File: src/rtl/h263gp_pkg.sv
// ----------------------------------------------------------------------------
// h263gp_pkg
// Shared types and constants of the H.263 GOB packetizer: the job that the
// front hands to the back through the queue, and the timestamp constants.
// ----------------------------------------------------------------------------
`default_nettype none

package h263gp_pkg;

  // reciprocal of 25 scaled by 2**35, exact for every 31-bit dividend
  localparam logic [30:0] DivMagic  = 31'h51EB851F;
  localparam int unsigned DivShift  = 35;
  localparam int unsigned ProdWidth = 62;

  // one job per input byte that causes results: an unmarked cut packet (slot a)
  // and a closing packet or drop notice (slot b)
  typedef struct packed {
    logic        has_a;
    logic [15:0] a_offset;
    logic [16:0] a_length;
    logic        has_b;
    logic        b_drop;
    logic [15:0] b_offset;
    logic [16:0] b_length;
    logic [31:0] seq_base;
    logic [31:0] header_word;
    logic [30:0] ts_quarter;
  } job_t;

endpackage

`default_nettype wire

File: src/rtl/h263gp_if.sv
// ----------------------------------------------------------------------------
// h263gp channel interfaces
// Byte stream channel into the packetizer and descriptor channel out of it.
// ----------------------------------------------------------------------------
`default_nettype none

interface h263gp_in_if;
  logic        valid;
  logic        ready;
  logic [7:0]  data_byte;
  logic        last_byte;
  logic [31:0] frame_number;
  logic [31:0] time_us;

  modport source (output valid, data_byte, last_byte, frame_number, time_us,
                  input ready);
  modport sink   (input valid, data_byte, last_byte, frame_number, time_us,
                  output ready);
endinterface

interface h263gp_out_if;
  logic        valid;
  logic        ready;
  logic [15:0] packet_offset;
  logic [16:0] packet_length;
  logic        marker;
  logic [31:0] sequence_number;
  logic [31:0] header_word;
  logic [31:0] rtp_timestamp;
  logic        dropped;
  logic        run_end;

  modport source (output valid, packet_offset, packet_length, marker,
                  sequence_number, header_word, rtp_timestamp, dropped, run_end,
                  input ready);
  modport sink   (input valid, packet_offset, packet_length, marker,
                  sequence_number, header_word, rtp_timestamp, dropped, run_end,
                  output ready);
endinterface

`default_nettype wire

File: src/rtl/h263_gob_packetizer.sv
// ----------------------------------------------------------------------------
// h263_gob_packetizer
// H.263 frame byte stream in, RFC 2190 mode A packet descriptors out.
// ----------------------------------------------------------------------------
//
//  channel   dir  transaction              payload
//  bytes_i   in   one frame byte           data_byte, last_byte, frame_number, time_us
//  desc_o    out  one packet descriptor    offset, length, marker, seq, header, ts, flags
//  apb       in   register write / read    max_packet_size @0x0, time_offset_us @0x4
//
//  One byte is taken per cycle while the job queue is not full; a byte that
//  causes two descriptors has them issued one after the other through the
//  single output register. A descriptor reaches desc_o through the queue entry,
//  the job stage with the 90 kHz multiplier and the output register.
//  Reset clears frame state, sequence count and time offset; max_packet_size resets to 1400.
//  bytes_i stalls only when the job queue is full; desc_o stalls back through it.
// ----------------------------------------------------------------------------
`default_nettype none

module h263_gob_packetizer #(
  parameter int unsigned MAX_FRAME_BYTES = 65536,
  parameter int unsigned QUEUE_DEPTH     = 4
) (
  input  wire logic        clk_i,
  input  wire logic        rst_ni,
  h263gp_in_if.sink        bytes_i,
  h263gp_out_if.source     desc_o,
  input  wire logic        psel,
  input  wire logic        penable,
  input  wire logic        pwrite,
  input  wire logic [2:0]  paddr,
  input  wire logic [31:0] pwdata,
  output      logic [31:0] prdata,
  output      logic        pready
);

  localparam logic RegMaxPacketSize = 1'b0;
  localparam logic RegTimeOffset    = 1'b1;

  logic [15:0] max_packet_size_q;
  logic [31:0] time_offset_us_q;
  logic        cfg_write;

  logic             push;
  h263gp_pkg::job_t push_data;
  logic             full;
  logic             pop;
  h263gp_pkg::job_t head;
  logic             empty;

  // register port
  assign pready    = 1'b1;
  assign cfg_write = psel && penable && pwrite;

  always_ff @(posedge clk_i or negedge rst_ni) begin
    if (!rst_ni) begin
      max_packet_size_q <= 16'd1400;
      time_offset_us_q  <= '0;
    end else if (cfg_write) begin
      case (paddr[2])
        RegMaxPacketSize: max_packet_size_q <= pwdata[15:0];
        RegTimeOffset:    time_offset_us_q  <= pwdata;
        default:          ;
      endcase
    end
  end

  // register read back
  always_comb begin
    case (paddr[2])
      RegMaxPacketSize: prdata = {16'b0, max_packet_size_q};
      RegTimeOffset:    prdata = time_offset_us_q;
      default:          prdata = '0;
    endcase
  end

  h263gp_front #(
    .MAX_FRAME_BYTES (MAX_FRAME_BYTES)
  ) u_front (
    .clk_i             (clk_i),
    .rst_ni            (rst_ni),
    .in_chan           (bytes_i),
    .max_packet_size_i (max_packet_size_q),
    .time_offset_us_i  (time_offset_us_q),
    .push_o            (push),
    .push_data_o       (push_data),
    .full_i            (full)
  );

  h263gp_fifo #(
    .DEPTH (QUEUE_DEPTH)
  ) u_fifo (
    .clk_i       (clk_i),
    .rst_ni      (rst_ni),
    .push_i      (push),
    .push_data_i (push_data),
    .full_o      (full),
    .pop_i       (pop),
    .pop_data_o  (head),
    .empty_o     (empty)
  );

  h263gp_back u_back (
    .clk_i    (clk_i),
    .rst_ni   (rst_ni),
    .empty_i  (empty),
    .head_i   (head),
    .pop_o    (pop),
    .out_chan (desc_o)
  );

endmodule

`default_nettype wire

File: src/rtl/h263gp_front.sv
// ----------------------------------------------------------------------------
// h263gp_front
// Takes one frame byte per cycle while the job queue is not full, tracks
// GOB start codes and frame offsets, decides which descriptors a byte causes.
// ----------------------------------------------------------------------------
`default_nettype none

module h263gp_front #(
  parameter int unsigned MAX_FRAME_BYTES = 65536
) (
  input  wire logic          clk_i,
  input  wire logic          rst_ni,
  h263gp_in_if.sink          in_chan,
  input  wire logic [15:0]   max_packet_size_i,
  input  wire logic [31:0]   time_offset_us_i,
  output      logic          push_o,
  output      h263gp_pkg::job_t push_data_o,
  input  wire logic          full_i
);

  localparam int unsigned CW = $clog2(MAX_FRAME_BYTES + 1);
  localparam int unsigned OW = $clog2(MAX_FRAME_BYTES);

  localparam logic [7:0] StartMask      = 8'hfc;
  localparam logic [7:0] StartThreshold = 8'h80;
  localparam logic [7:0] SrcMask        = 8'h1c;
  localparam logic [31:0] ShortSlack    = 32'd4;

  logic [CW-1:0] byte_index_q, byte_index_d;
  logic [OW-1:0] lso_q, lso_d;
  logic [OW-1:0] lgo_q, lgo_d;
  logic [7:0]    prev1_q, prev1_d;
  logic [7:0]    prev2_q, prev2_d;
  logic [7:0]    ptype_a_q, ptype_a_d;
  logic [7:0]    ptype_b_q, ptype_b_d;
  logic [31:0]   seq_inc_q, seq_inc_d;

  logic          accept;
  logic          overrun;
  logic [OW-1:0] idx;
  logic [OW-1:0] gob_pos;
  logic [OW-1:0] gob_span;
  logic          is_gob;
  logic          gob_cut;
  logic [CW-1:0] frame_len;
  logic [CW-1:0] lso_ext;
  logic          end_cut;
  logic          end_cut_pkt;
  logic [OW-1:0] lso_after;
  logic [CW-1:0] tail_len;
  logic          short_drop;
  logic [OW-1:0] pend_len;
  logic [32:0]   ts_sum;
  logic          has_a;
  logic          has_b;
  logic          b_drop;

  // mode A header from the PTYPE bytes
  function automatic logic [31:0] header_of(input logic [7:0] pa, input logic [7:0] pb);
    logic [7:0] b0;
    logic [7:0] b1;
    logic [2:0] src;
    src = 3'((pa & SrcMask) >> 2);
    b0  = {1'b0, pb[5], 6'b0};
    b1  = {src, pa[1], pa[0], pb[7], pb[6], 1'b0};
    return {b0, b1, 16'b0};
  endfunction

  assign in_chan.ready = !full_i;
  assign accept        = in_chan.valid && !full_i;

  // classification of the current byte
  always_comb begin
    overrun   = byte_index_q >= CW'(MAX_FRAME_BYTES);
    idx       = byte_index_q[OW-1:0];
    gob_pos   = idx - OW'(2);
    gob_span  = gob_pos - lso_q;
    is_gob    = !in_chan.last_byte && (prev2_q == 8'h00) && (prev1_q == 8'h00) &&
                ((in_chan.data_byte & StartMask) > StartThreshold);
    gob_cut   = is_gob && (32'(gob_span) >= 32'(max_packet_size_i)) && (lgo_q != '0);
    frame_len = byte_index_q + CW'(1);
    lso_ext   = CW'(lso_q);
    end_cut   = (lso_q != '0) &&
                (32'(frame_len - lso_ext) >= 32'(max_packet_size_i));
    end_cut_pkt = end_cut && (lgo_q > lso_q);
    lso_after = end_cut ? lgo_q : lso_q;
    tail_len  = frame_len - CW'(lso_after);
    short_drop = (lso_q == '0) &&
                 (32'(frame_len) > (32'(max_packet_size_i) + ShortSlack));
    pend_len  = lgo_q - lso_q;
    ts_sum    = {1'b0, in_chan.time_us} + {1'b0, time_offset_us_i};
  end

  // job decision
  always_comb begin
    has_a  = 1'b0;
    has_b  = 1'b0;
    b_drop = 1'b0;
    if (overrun) begin
      has_b  = in_chan.last_byte;
      b_drop = 1'b1;
    end else if (in_chan.last_byte) begin
      has_a  = end_cut_pkt;
      has_b  = 1'b1;
      b_drop = short_drop;
    end else begin
      has_a  = gob_cut;
    end
  end

  // next state
  always_comb begin
    byte_index_d = byte_index_q;
    lso_d        = lso_q;
    lgo_d        = lgo_q;
    prev1_d      = prev1_q;
    prev2_d      = prev2_q;
    ptype_a_d    = ptype_a_q;
    ptype_b_d    = ptype_b_q;
    seq_inc_d    = seq_inc_q;
    if (accept) begin
      seq_inc_d = seq_inc_q + 32'(has_a);
      if (!overrun) begin
        if (byte_index_q == CW'(4)) ptype_a_d = in_chan.data_byte;
        if (byte_index_q == CW'(5)) ptype_b_d = in_chan.data_byte;
        if (gob_cut) lso_d = lgo_q;
        if (is_gob) lgo_d = gob_pos;
        prev2_d      = prev1_q;
        prev1_d      = in_chan.data_byte;
        byte_index_d = frame_len;
      end
      if (in_chan.last_byte) begin
        byte_index_d = '0;
        lso_d        = '0;
        lgo_d        = '0;
        prev1_d      = 8'hff;
        prev2_d      = 8'hff;
        ptype_a_d    = 8'h00;
        ptype_b_d    = 8'h00;
      end
    end
  end

  // job payload
  always_comb begin
    push_o                  = accept && (has_a || has_b);
    push_data_o.has_a       = has_a;
    push_data_o.a_offset    = 16'(lso_q);
    push_data_o.a_length    = 17'(pend_len);
    push_data_o.has_b       = has_b;
    push_data_o.b_drop      = b_drop;
    push_data_o.b_offset    = 16'(lso_after);
    push_data_o.b_length    = 17'(tail_len);
    push_data_o.seq_base    = in_chan.frame_number + seq_inc_q;
    push_data_o.header_word = header_of(
        (!overrun && byte_index_q == CW'(4)) ? in_chan.data_byte : ptype_a_q,
        (!overrun && byte_index_q == CW'(5)) ? in_chan.data_byte : ptype_b_q);
    push_data_o.ts_quarter  = ts_sum[32:2];
  end

  // state registers
  always_ff @(posedge clk_i or negedge rst_ni) begin
    if (!rst_ni) begin
      byte_index_q <= '0;
      lso_q        <= '0;
      lgo_q        <= '0;
      prev1_q      <= 8'hff;
      prev2_q      <= 8'hff;
      ptype_a_q    <= 8'h00;
      ptype_b_q    <= 8'h00;
      seq_inc_q    <= '0;
    end else begin
      byte_index_q <= byte_index_d;
      lso_q        <= lso_d;
      lgo_q        <= lgo_d;
      prev1_q      <= prev1_d;
      prev2_q      <= prev2_d;
      ptype_a_q    <= ptype_a_d;
      ptype_b_q    <= ptype_b_d;
      seq_inc_q    <= seq_inc_d;
    end
  end

endmodule

`default_nettype wire

File: src/rtl/h263gp_fifo.sv
// ----------------------------------------------------------------------------
// h263gp_fifo
// Short job queue between the front and the back.
// ----------------------------------------------------------------------------
`default_nettype none

module h263gp_fifo #(
  parameter int unsigned DEPTH = 4
) (
  input  wire logic             clk_i,
  input  wire logic             rst_ni,
  input  wire logic             push_i,
  input  wire h263gp_pkg::job_t push_data_i,
  output      logic             full_o,
  input  wire logic             pop_i,
  output      h263gp_pkg::job_t pop_data_o,
  output      logic             empty_o
);

  localparam int unsigned PW = (DEPTH > 1) ? $clog2(DEPTH) : 1;
  localparam int unsigned NW = $clog2(DEPTH + 1);

  h263gp_pkg::job_t slots_q [DEPTH];
  logic [PW-1:0] wr_ptr_q, wr_ptr_d;
  logic [PW-1:0] rd_ptr_q, rd_ptr_d;
  logic [NW-1:0] count_q, count_d;

  assign full_o     = count_q == NW'(DEPTH);
  assign empty_o    = count_q == '0;
  assign pop_data_o = slots_q[rd_ptr_q];

  // pointer and fill count update
  always_comb begin
    wr_ptr_d = wr_ptr_q;
    rd_ptr_d = rd_ptr_q;
    count_d  = count_q;
    if (push_i) begin
      wr_ptr_d = (wr_ptr_q == PW'(DEPTH - 1)) ? '0 : wr_ptr_q + PW'(1);
    end
    if (pop_i) begin
      rd_ptr_d = (rd_ptr_q == PW'(DEPTH - 1)) ? '0 : rd_ptr_q + PW'(1);
    end
    if (push_i && !pop_i) count_d = count_q + NW'(1);
    else if (!push_i && pop_i) count_d = count_q - NW'(1);
  end

  always_ff @(posedge clk_i or negedge rst_ni) begin
    if (!rst_ni) begin
      wr_ptr_q <= '0;
      rd_ptr_q <= '0;
      count_q  <= '0;
    end else begin
      wr_ptr_q <= wr_ptr_d;
      rd_ptr_q <= rd_ptr_d;
      count_q  <= count_d;
    end
  end

  // storage
  always_ff @(posedge clk_i) begin
    if (push_i) slots_q[wr_ptr_q] <= push_data_i;
  end

endmodule

`default_nettype wire

File: src/rtl/h263gp_back.sv
// ----------------------------------------------------------------------------
// h263gp_back
// Pulls jobs from the queue, converts the play time to 90 kHz and issues
// one descriptor per cycle through the output register unless desc_o stalls.
// ----------------------------------------------------------------------------
`default_nettype none

module h263gp_back (
  input  wire logic             clk_i,
  input  wire logic             rst_ni,
  input  wire logic             empty_i,
  input  wire h263gp_pkg::job_t head_i,
  output      logic             pop_o,
  h263gp_out_if.source          out_chan
);

  localparam int unsigned PW = h263gp_pkg::ProdWidth;
  localparam int unsigned DS = h263gp_pkg::DivShift;
  localparam int unsigned QW = PW - DS;

  // job stage
  logic             x_valid_q, x_valid_d;
  logic             x_a_done_q, x_a_done_d;
  h263gp_pkg::job_t x_job_q;
  logic [PW-1:0]    x_prod_q;

  // output register
  logic        o_valid_q, o_valid_d;
  logic [15:0] o_offset_q, o_offset_d;
  logic [16:0] o_length_q, o_length_d;
  logic        o_marker_q, o_marker_d;
  logic [31:0] o_seq_q, o_seq_d;
  logic [31:0] o_header_q, o_header_d;
  logic [31:0] o_ts_q, o_ts_d;
  logic        o_dropped_q, o_dropped_d;
  logic        o_run_end_q, o_run_end_d;

  logic          cur_is_a;
  logic          emit;
  logic          finish;
  logic [QW-1:0] quot;
  logic [31:0]   ts;
  logic [PW-1:0] prod;

  // handshake of the job stage
  always_comb begin
    cur_is_a = x_job_q.has_a && !x_a_done_q;
    emit     = x_valid_q && (!o_valid_q || out_chan.ready);
    finish   = emit && (!cur_is_a || !x_job_q.has_b);
    pop_o    = !empty_i && (!x_valid_q || finish);
    prod     = PW'(head_i.ts_quarter) * PW'(h263gp_pkg::DivMagic);
    quot     = x_prod_q[PW-1:DS];
    ts       = (32'(quot) << 3) + 32'(quot);
  end

  // stage and output next values
  always_comb begin
    x_valid_d   = x_valid_q;
    x_a_done_d  = x_a_done_q;
    o_valid_d   = o_valid_q;
    o_offset_d  = o_offset_q;
    o_length_d  = o_length_q;
    o_marker_d  = o_marker_q;
    o_seq_d     = o_seq_q;
    o_header_d  = o_header_q;
    o_ts_d      = o_ts_q;
    o_dropped_d = o_dropped_q;
    o_run_end_d = o_run_end_q;

    if (o_valid_q && out_chan.ready) o_valid_d = 1'b0;

    if (emit) begin
      o_valid_d = 1'b1;
      if (cur_is_a) begin
        o_offset_d  = x_job_q.a_offset;
        o_length_d  = x_job_q.a_length;
        o_marker_d  = 1'b0;
        o_seq_d     = x_job_q.seq_base;
        o_header_d  = x_job_q.header_word;
        o_ts_d      = ts;
        o_dropped_d = 1'b0;
        o_run_end_d = !x_job_q.has_b;
        x_a_done_d  = 1'b1;
      end else if (x_job_q.b_drop) begin
        o_offset_d  = '0;
        o_length_d  = '0;
        o_marker_d  = 1'b0;
        o_seq_d     = '0;
        o_header_d  = '0;
        o_ts_d      = '0;
        o_dropped_d = 1'b1;
        o_run_end_d = 1'b1;
      end else begin
        o_offset_d  = x_job_q.b_offset;
        o_length_d  = x_job_q.b_length;
        o_marker_d  = 1'b1;
        o_seq_d     = x_job_q.seq_base + 32'(x_job_q.has_a);
        o_header_d  = x_job_q.header_word;
        o_ts_d      = ts;
        o_dropped_d = 1'b0;
        o_run_end_d = 1'b1;
      end
    end

    if (finish) x_valid_d = 1'b0;
    if (pop_o) begin
      x_valid_d  = 1'b1;
      x_a_done_d = 1'b0;
    end
  end

  // control registers
  always_ff @(posedge clk_i or negedge rst_ni) begin
    if (!rst_ni) begin
      x_valid_q  <= 1'b0;
      x_a_done_q <= 1'b0;
      o_valid_q  <= 1'b0;
    end else begin
      x_valid_q  <= x_valid_d;
      x_a_done_q <= x_a_done_d;
      o_valid_q  <= o_valid_d;
    end
  end

  // payload registers
  always_ff @(posedge clk_i) begin
    if (pop_o) begin
      x_job_q  <= head_i;
      x_prod_q <= prod;
    end
    o_offset_q  <= o_offset_d;
    o_length_q  <= o_length_d;
    o_marker_q  <= o_marker_d;
    o_seq_q     <= o_seq_d;
    o_header_q  <= o_header_d;
    o_ts_q      <= o_ts_d;
    o_dropped_q <= o_dropped_d;
    o_run_end_q <= o_run_end_d;
  end

  assign out_chan.valid           = o_valid_q;
  assign out_chan.packet_offset   = o_offset_q;
  assign out_chan.packet_length   = o_length_q;
  assign out_chan.marker          = o_marker_q;
  assign out_chan.sequence_number = o_seq_q;
  assign out_chan.header_word     = o_header_q;
  assign out_chan.rtp_timestamp   = o_ts_q;
  assign out_chan.dropped         = o_dropped_q;
  assign out_chan.run_end         = o_run_end_q;

endmodule

`default_nettype wire
File: src/flat_wrapper.sv
// flat-port wrapper written by rule: the top's interface ports become plain ports
module h263_gob_packetizer_flat 
#(
  parameter int unsigned MAX_FRAME_BYTES = 65536,
  parameter int unsigned QUEUE_DEPTH     = 4
)
  (clk_i, rst_ni, psel, penable, pwrite, paddr, pwdata, prdata, pready, bytes_i_valid, bytes_i_data_byte, bytes_i_last_byte, bytes_i_frame_number, bytes_i_time_us, bytes_i_ready, desc_o_valid, desc_o_packet_offset, desc_o_packet_length, desc_o_marker, desc_o_sequence_number, desc_o_header_word, desc_o_rtp_timestamp, desc_o_dropped, desc_o_run_end, desc_o_ready);
  h263gp_in_if bytes_i_i ();
  h263gp_out_if desc_o_i ();
  input  wire logic clk_i;
  input  wire logic rst_ni;
  input  wire logic psel;
  input  wire logic penable;
  input  wire logic pwrite;
  input  wire logic [2:0] paddr;
  input  wire logic [31:0] pwdata;
  output      logic [31:0] prdata;
  output      logic pready;
  input wire logic [$bits(bytes_i_i.valid)-1:0] bytes_i_valid;
  input wire logic [$bits(bytes_i_i.data_byte)-1:0] bytes_i_data_byte;
  input wire logic [$bits(bytes_i_i.last_byte)-1:0] bytes_i_last_byte;
  input wire logic [$bits(bytes_i_i.frame_number)-1:0] bytes_i_frame_number;
  input wire logic [$bits(bytes_i_i.time_us)-1:0] bytes_i_time_us;
  output wire logic [$bits(bytes_i_i.ready)-1:0] bytes_i_ready;
  output wire logic [$bits(desc_o_i.valid)-1:0] desc_o_valid;
  output wire logic [$bits(desc_o_i.packet_offset)-1:0] desc_o_packet_offset;
  output wire logic [$bits(desc_o_i.packet_length)-1:0] desc_o_packet_length;
  output wire logic [$bits(desc_o_i.marker)-1:0] desc_o_marker;
  output wire logic [$bits(desc_o_i.sequence_number)-1:0] desc_o_sequence_number;
  output wire logic [$bits(desc_o_i.header_word)-1:0] desc_o_header_word;
  output wire logic [$bits(desc_o_i.rtp_timestamp)-1:0] desc_o_rtp_timestamp;
  output wire logic [$bits(desc_o_i.dropped)-1:0] desc_o_dropped;
  output wire logic [$bits(desc_o_i.run_end)-1:0] desc_o_run_end;
  input wire logic [$bits(desc_o_i.ready)-1:0] desc_o_ready;
  assign bytes_i_i.valid = bytes_i_valid;
  assign bytes_i_i.data_byte = bytes_i_data_byte;
  assign bytes_i_i.last_byte = bytes_i_last_byte;
  assign bytes_i_i.frame_number = bytes_i_frame_number;
  assign bytes_i_i.time_us = bytes_i_time_us;
  assign bytes_i_ready = bytes_i_i.ready;
  assign desc_o_valid = desc_o_i.valid;
  assign desc_o_packet_offset = desc_o_i.packet_offset;
  assign desc_o_packet_length = desc_o_i.packet_length;
  assign desc_o_marker = desc_o_i.marker;
  assign desc_o_sequence_number = desc_o_i.sequence_number;
  assign desc_o_header_word = desc_o_i.header_word;
  assign desc_o_rtp_timestamp = desc_o_i.rtp_timestamp;
  assign desc_o_dropped = desc_o_i.dropped;
  assign desc_o_run_end = desc_o_i.run_end;
  assign desc_o_i.ready = desc_o_ready;
  h263_gob_packetizer #(.MAX_FRAME_BYTES(MAX_FRAME_BYTES), .QUEUE_DEPTH(QUEUE_DEPTH)) u_core (.clk_i(clk_i), .rst_ni(rst_ni), .bytes_i(bytes_i_i), .desc_o(desc_o_i), .psel(psel), .penable(penable), .pwrite(pwrite), .paddr(paddr), .pwdata(pwdata), .prdata(prdata), .pready(pready));
endmodule
File: config.mk
export PLATFORM = sky130hd
export DESIGN_NAME = h263_gob_packetizer_flat
export DESIGN_NICKNAME = d
export VERILOG_FILES = /design/src/rtl/h263gp_pkg.sv /design/src/rtl/h263gp_if.sv /design/src/rtl/h263_gob_packetizer.sv /design/src/rtl/h263gp_front.sv /design/src/rtl/h263gp_fifo.sv /design/src/rtl/h263gp_back.sv /design/src/flat_wrapper.sv
export SDC_FILE = /design/constraint.sdc
export NUM_CORES = 2
export LEC_CHECK = 0
export ABC_AREA = 1
export BUFFER_PORTS_ARGS = -buffer_cell sky130_fd_sc_hd__clkbuf_2
export CAP_MARGIN = 15
export CORE_MARGIN = 8
export CORE_UTILIZATION = 65
export CTS_CLUSTER_DIAMETER = 80
export CTS_CLUSTER_SIZE = 8
export DETAILED_ROUTE_END_ITERATION = 12
export GPL_TIMING_DRIVEN = 0
export PLACE_DENSITY = 0.93
export SKIP_CTS_REPAIR_TIMING = 1
export SYNTH_ARGS = -nofsm -noshare
export SYNTH_HDL_FRONTEND = slang
export SYNTH_SLANG_ARGS = --single-unit
File: constraint.sdc
create_clock -name clk_i -period 15.29 [get_ports clk_i]
set_input_delay 2.2935 -clock clk_i [delete_from_list [all_inputs] [get_ports clk_i]]
set_output_delay 2.2935 -clock clk_i [all_outputs]
set_load 0.005 [all_outputs]
; ---- Word level (Yosys, flattened, before mapping)
; Memory sizes are Yosys's and may differ from the RTL's.
; Cells that the tools add are included.
[classes]
add_sub_neg = 16
n_mul = 1
magnitude_cmp = 6
eq_ne = 6
n_mux = 53
n_bitwise = 1
n_reduce_logical = 59
[op_table]
columns = operator, count
row1 = $mux W16, 9
row2 = $mux W32, 4
row3 = $mux W17, 4
row4 = $add A32 B1 Y32, 2
row5 = $mux W8, 8
row6 = $pmux W32 S2, 1
row7 = $mul A31 B31 Y62 const B, 1
row8 = $mux W31, 2
row9 = $eq A17 B3 Y1 const B, 2
row10 = $add A32 B32 Y33, 1
row11 = $add A32 B32 Y32, 1
row12 = $ge A32 B16 Y1, 1
row13 = $reduce_bool A16 Y1, 2
row14 = $sub A16 B16 Y16, 2
row15 = $add A30 B27 Y31, 1
row16 = $logic_and A1 B1 Y1, 21
row17 = $mux W5, 4
row18 = $reduce_bool A2 Y1, 9
row19 = $sub A17 B16 Y18, 1
row20 = $add A16 B3 Y17 const B, 1
row21 = $add A17 B1 Y17 const B, 1
row22 = $ge A17 B17 Y1 const B, 1
row23 = $gt A17 B17 Y1, 1
row24 = $mux W1, 17
row25 = other kinds (21), 45
[totals]
reg_bits = 495
mem_bits_rw = 556
out_inout_bits = 167
elab_cells = 177
memories = 1
[mem_list]
columns = memory, depth, word_bits, read_ports, rd_ports_with_merged_regs, write_ports, line_no
row1 = u_core.u_fifo.slots_q, 4, 139, 1, 0, 1, h263gp_fifo.sv:23  ; h263gp_pkg::job_t slots_q [DEPTH];

; ---- Depth between registers and ports, before layout
[depth]
depth_word = 14
depth_mapped = 43
ltp_nobuf = 42

; ---- Cells and area by module
; From an unflattened synthesis, not the netlist that was laid out.
[hier_totals]
cells_unflattened = 7647
hier_area_um2 = 73671.9
[by_module_without_submodules]
columns = mod, instances, cells_per_inst, area_each_um2
row1 = h263gp_back, 1, 3450, 31393.9
row2 = h263gp_fifo, 1, 1965, 26640.6
row3 = h263gp_front, 1, 1933, 13377.8
row4 = h263_gob_packetizer, 1, 299, 2259.7

; ---- Least setup slack after synthesis
; Ideal clock, no wire load.
[synth_path]
kind = reg-to-reg
start = reg u_core.u_front.byte_index_q[1]
end = mem u_core.u_fifo.slots_q[0][0] in the netlist's numbering (enable)
setup_ps = 640
arrival_time_ps = 9549
t_required_ps = 14650
slack_ps = 5101
stages_incl_launch_ff = 27
n_path_buf = 1
synth_period_minus_slack_ps = 10189
cell_sequence = dfrtp_1 inv_1 ha_1 nand3_1 nor3_1 nand2_1 inv_1 nand2_1 xor2_1 inv_1 ha_1 nand2_1 nor3_1 nand2_1 o311ai_0 a31oi_1 xor2_1 ha_1 nand4_1 nor3_1 nand2_1 nand2_1 nand3_1 nand2_1 nand2_1 clkbuf_1 nor2_1
[synth_between]
elab_chain_len = 11
[synth_lines]
columns = element, line_no
row1 = "start, declared", h263gp_front.sv:29  ; logic [CW-1:0] byte_index_q, byte_index_d;
row2 = "start signal, assigned", h263gp_front.sv:173  ; byte_index_q <= byte_index_d;
row3 = $add A17 B1 Y17 / $sub A16 B2 Y16 (equally long branches), "h263gp_front.sv:81, h263gp_front.sv:76"
row4 = $sub A17 B16 Y18 / $sub A16 B16 Y16 (equally long branches), "h263gp_front.sv:84, h263gp_front.sv:77"
row5 = $ge A32 B16 Y1 / $ge A16 B16 Y1 (equally long branches), "h263gp_front.sv:84, h263gp_front.sv:80"
row6 = "$logic_and A1 B1 Y1, on equally long branches", "h263gp_front.sv:83, h263gp_front.sv:80"
row7 = "$logic_and A1 B1 Y1, on equally long branches", "h263gp_front.sv:85, h263gp_front.sv:80"
row8 = $mux W1, h263gp_front.sv:102  ; end else if (in_chan.last_byte) begin
row9 = $mux W1, h263gp_front.sv:99  ; if (overrun) begin
row10 = $logic_or A1 B1 Y1 (*), h263gp_front.sv:146  ; push_o = accept && (has_a || has_b);
row11 = $logic_and A1 B1 Y1 (*), h263gp_front.sv:146
row12 = $mux W1 (*), h263gp_fifo.sv:61  ; if (push_i) slots_q[wr_ptr_q] <= push_data_i;
row13 = $mux W1 (not written as such) (*), h263gp_fifo.sv:61
row14 = "end, declared", h263gp_fifo.sv:23
; Mark *: on every way between the ends. The rest lies on a longest branch, timed or not.

; ---- Worst setup path in the final report
[layout_path]
start = reg u_core.u_fifo.rd_ptr_q[0]
end = reg u_core.u_back.x_prod_q[51] (data pin)
[layout_between]
elab_chain_len = 2
[layout_lines]
columns = element, line_no
row1 = "start, declared", h263gp_fifo.sv:25  ; logic [PW-1:0] rd_ptr_q, rd_ptr_d;
row2 = "start signal, assigned", h263gp_fifo.sv:54  ; rd_ptr_q <= rd_ptr_d;
row3 = $mem_v2 Z4 W139, -
row4 = $mul A31 B31 Y62, h263gp_back.sv:51  ; prod = PW'(head_i.ts_quarter) * PW'(h263gp_pkg::DivMagic);
row5 = named net u_core.u_back.prod[51], h263gp_back.sv:43  ; logic [PW-1:0] prod;
row6 = "end signal, assigned", h263gp_back.sv:129  ; x_prod_q <= prod;
row7 = "end, declared", h263gp_back.sv:25  ; logic [PW-1:0] x_prod_q;
; The timed path passes the listed nets, and every way through them passes these cells.
; A chain may end at the register's enable or synchronous reset.

==> out/qor.csv <==
metric,value,unit
htree depth,4,
Synth Flop Type,edfxtp_1,
gate count after technology mapping,6343,
clock-pin slew on the worst setup and hold paths,60,ps
Detailed Route Iter0 Violations,7140,
sequential area share after synthesis,43.8,%
Final nets,7910,
area growth from synthesis to layout,12.6,%
crit path max fanout,10,
Syn Area/Cell,10.1,um^2
r2r startpoint,u_core.u_fifo.rd_ptr_q[0],
Worst path top cell family by delay,adder cells,
dpl ws,5390,ps
count of final setup violators,0,
vias,52100,
grt total ovfl,0,
Fin. Hold Viols,0,
I/O pin cnt,282,
fraction of registers with async set/reset,17.0,%
hold wc startpoint,u_core.u_front.prev2_q[3],
Final min period,10340,ps
clk_skew,37.7,ps
Max-Cap Viols,0,
slowest CP cell,clkbuf_1,
crit path kind,flip-flop to flip-flop,
outcome,"complete, but fails checks",
area of the core,98100,um^2
Sink Count,961,
setup slack after layout,4950,ps
clk root buf,clkbuf_16,
CP required,15800,ps
GR Util All Layers,37.1,%
port buffer count,253,
Peak Freq,96.7,MHz
post-DR vias/cell,6.36,
First-pass DRT Iterations,9,
critical path arrival,10850,ps
Ys Warns,0,
dpl cells,7951,
CP most frequent cell,fa_1,
layout cell share with drive strength beyond 1,8.97,%
Worst slew margin,-7.28,%
number of synthesized flops with an enable pin,798,
row cnt,115,
initial antenna violation count,7,
Detail Route Antenna Nets,0,
crit start category,flip-flop,
hpwl dp,147,mm
TritonCTS buffer count,138,
worst slew pin tran,1610,ps
CTS tree,done,
chip width,330,um
worst skew pair latency,770,ps
final std cells w/o fill,8193,
Worst path max stage delay,830,ps
Yosys reg bits,961,
crit share post-route,67.6,%
Die Y,330,um
vias in the first global route,53500,
Initial Util,65.3,%
die area,109000,um^2
"Cell Area, Synth",64100,um^2
failing checks,slew limit,
first-pass GRT wire length,306,mm
CP Capture Type,flip-flop,
Hold/Removal Path Class,flip-flop to flip-flop,
DRC Markers,0,
Routed WL,205,mm
Worst setup startpoint,u_core.u_fifo.rd_ptr_q[0],
RSZ-0062 raised after global routing,no,
worst path buffer plus inverter count,10,
largest net degree at the start of global routing,111,
worst hold slack,505,ps
Yosys cell types,65,
clock tree buffer depth,3,
Routed wire per std cell,25.0,um
RD Place Congestion,1.01,
Max Slew Vio Count,10,
placed cells by master (no fill, tap or decap), drive strengths merged, types with 6 or more instances in the layout:
cell     synthesis  layout
inv           1124    1127
nand2          852     852
edfxtp         798     798
ha             600     600
clkbuf         113     581
nor2           548     548
o21ai          498     498
fa             382     382
a21oi          318     318
xor2           146     146
dfrtp          141     141
o22ai          135     135
nand3          130     130
buf             52     105
nor3            81      81
nand4           55      55
xnor2           54      54
a22o            33      33
o21bai          28      28
nor4            28      28
a21o            27      27
conb             2      26
a32oi           26      26
a31oi           24      24
dfstp           22      22
mux2            17      17
o31ai           13      13
o21a            12      12
a21boi          12      12
o211ai           9       9
clkinv           0       9
a22oi            8       8
a2bb2oi          8       8
a211oi           7       7
nor3b            6       6
stage by stage:
step | util (%) | TNS, ps | area, um^2
finish | 73.6 | 0 | 72200
global route | 73.6 | 0 | 72200
CTS | 73.5 | 0 | 72100
detailed placement | 69.3 | 0 | 68000
global placement | 68.4 | -39950 | 67100
floorplan | - | 0 | 64200
registers in the layout (all words and copies together), names as in the netlist, 5 cells and up:
| register | flops |
|---|---|
| u_core.u_back.x_job_q | 108 |
| u_core.u_back.out_chan.rtp_timestamp | 31 |
| u_core.u_back.out_chan.header_word | 8 |
| u_core.u_front.prev1_q | 8 |
| u_core.u_back.out_chan.sequence_number | 32 |
| u_core.max_packet_size_q | 16 |
| u_core.u_back.x_prod_q | 27 |
| u_core.u_front.prev2_q | 8 |
| u_core.u_back.out_chan.packet_offset | 16 |
| u_core.u_back.out_chan.packet_length | 17 |
| u_core.u_fifo.slots_q | 556 |
| u_core.time_offset_us_q | 32 |
| u_core.u_front.lgo_q | 16 |
| u_core.u_front.ptype_a_q | 5 |
| u_core.u_front.byte_index_q | 17 |
| u_core.u_front.seq_inc_q | 32 |
| u_core.u_front.lso_q | 16 |
cell usage after synthesis, types with 9 or more instances:
cell type	instances	area, um^2
o21ai_2	30	263
a21oi_1	318	1590
nand2_1	842	3160
nor2_1	543	2040
nor4_1	27	169
dfrtp_1	141	3530
ha_1	600	7510
xnor2_1	54	473
nand3_1	128	641
o22ai_1	135	845
o21a_1	12	90.1
inv_1	1118	4200
xor2_1	146	1280
o211ai_1	9	67.6
a21o_1	27	203
buf_1	11	41.3
o21ai_0	459	2300
o21bai_1	28	210
clkbuf_1	113	424
o21ai_1	9	45.0
nor3_1	74	370
buf_4	26	195
nand4_1	53	332
a32oi_1	26	228
o31ai_1	13	97.6
mux2_2	17	191
fa_1	382	7650
a31oi_1	24	150
edfxtp_1	798	24000
buf_2	9	45.0
a21boi_0	10	75.1
a22o_1	33	289
dfstp_2	22	578
cell families after synthesis:
kind of cell / share of synthesized area [%]
other cells: 0.0117
compound gates: 10.7
buf+inv: 7.81
simple gates: 11.0
mux: 0.299
flops: 43.8
fa+ha+maj: 23.6
xor+xnor: 2.73
path summary, 6_finish.rpt:
| kind | slack, ps | cells after the start | end |
|---|---|---|---|
| worst max-delay path | 4950 | 30 | u_core.u_back.x_prod_q[51] |
| worst min-delay path | 510 | 1 | u_core.u_front.prev2_q[3] |
| worst max register to register | 4950 | 30 | u_core.u_back.x_prod_q[51] |
| worst min register to register | 510 | 1 | u_core.u_front.prev2_q[3] |
| max in group asynchronous | 12850 | 2 | u_core.u_front.seq_inc_q[31] |
| min in group asynchronous | 1490 | 1 | u_core.u_back.out_chan.valid |
layout make-up:
type	instances	area [um^2]
diodes	5	12.5
plain buffers	165	790
clock buffers	215	3820
clock inverters	13	294
fillers	6244	25900
inverters	1124	4220
multi-input cells	4117	31200
flip-flops and latches	961	28100
well taps	1287	1610
repair buffers	306	2170
routing by layer:
metal | global-route usage [%] | wire, um | vias up
li1 | - | - | 22300
met1 | 42.9 | 68300 | 24600
met2 | 60.1 | 94600 | 4149
met3 | 10.2 | 24400 | 1119
met4 | 25.4 | 17200 | 8
met5 | 0 | 53 | -
Power is left out: the tool's default activity adds up to more than one toggle a clock period on the data nets, which glitch-free logic cannot reach.
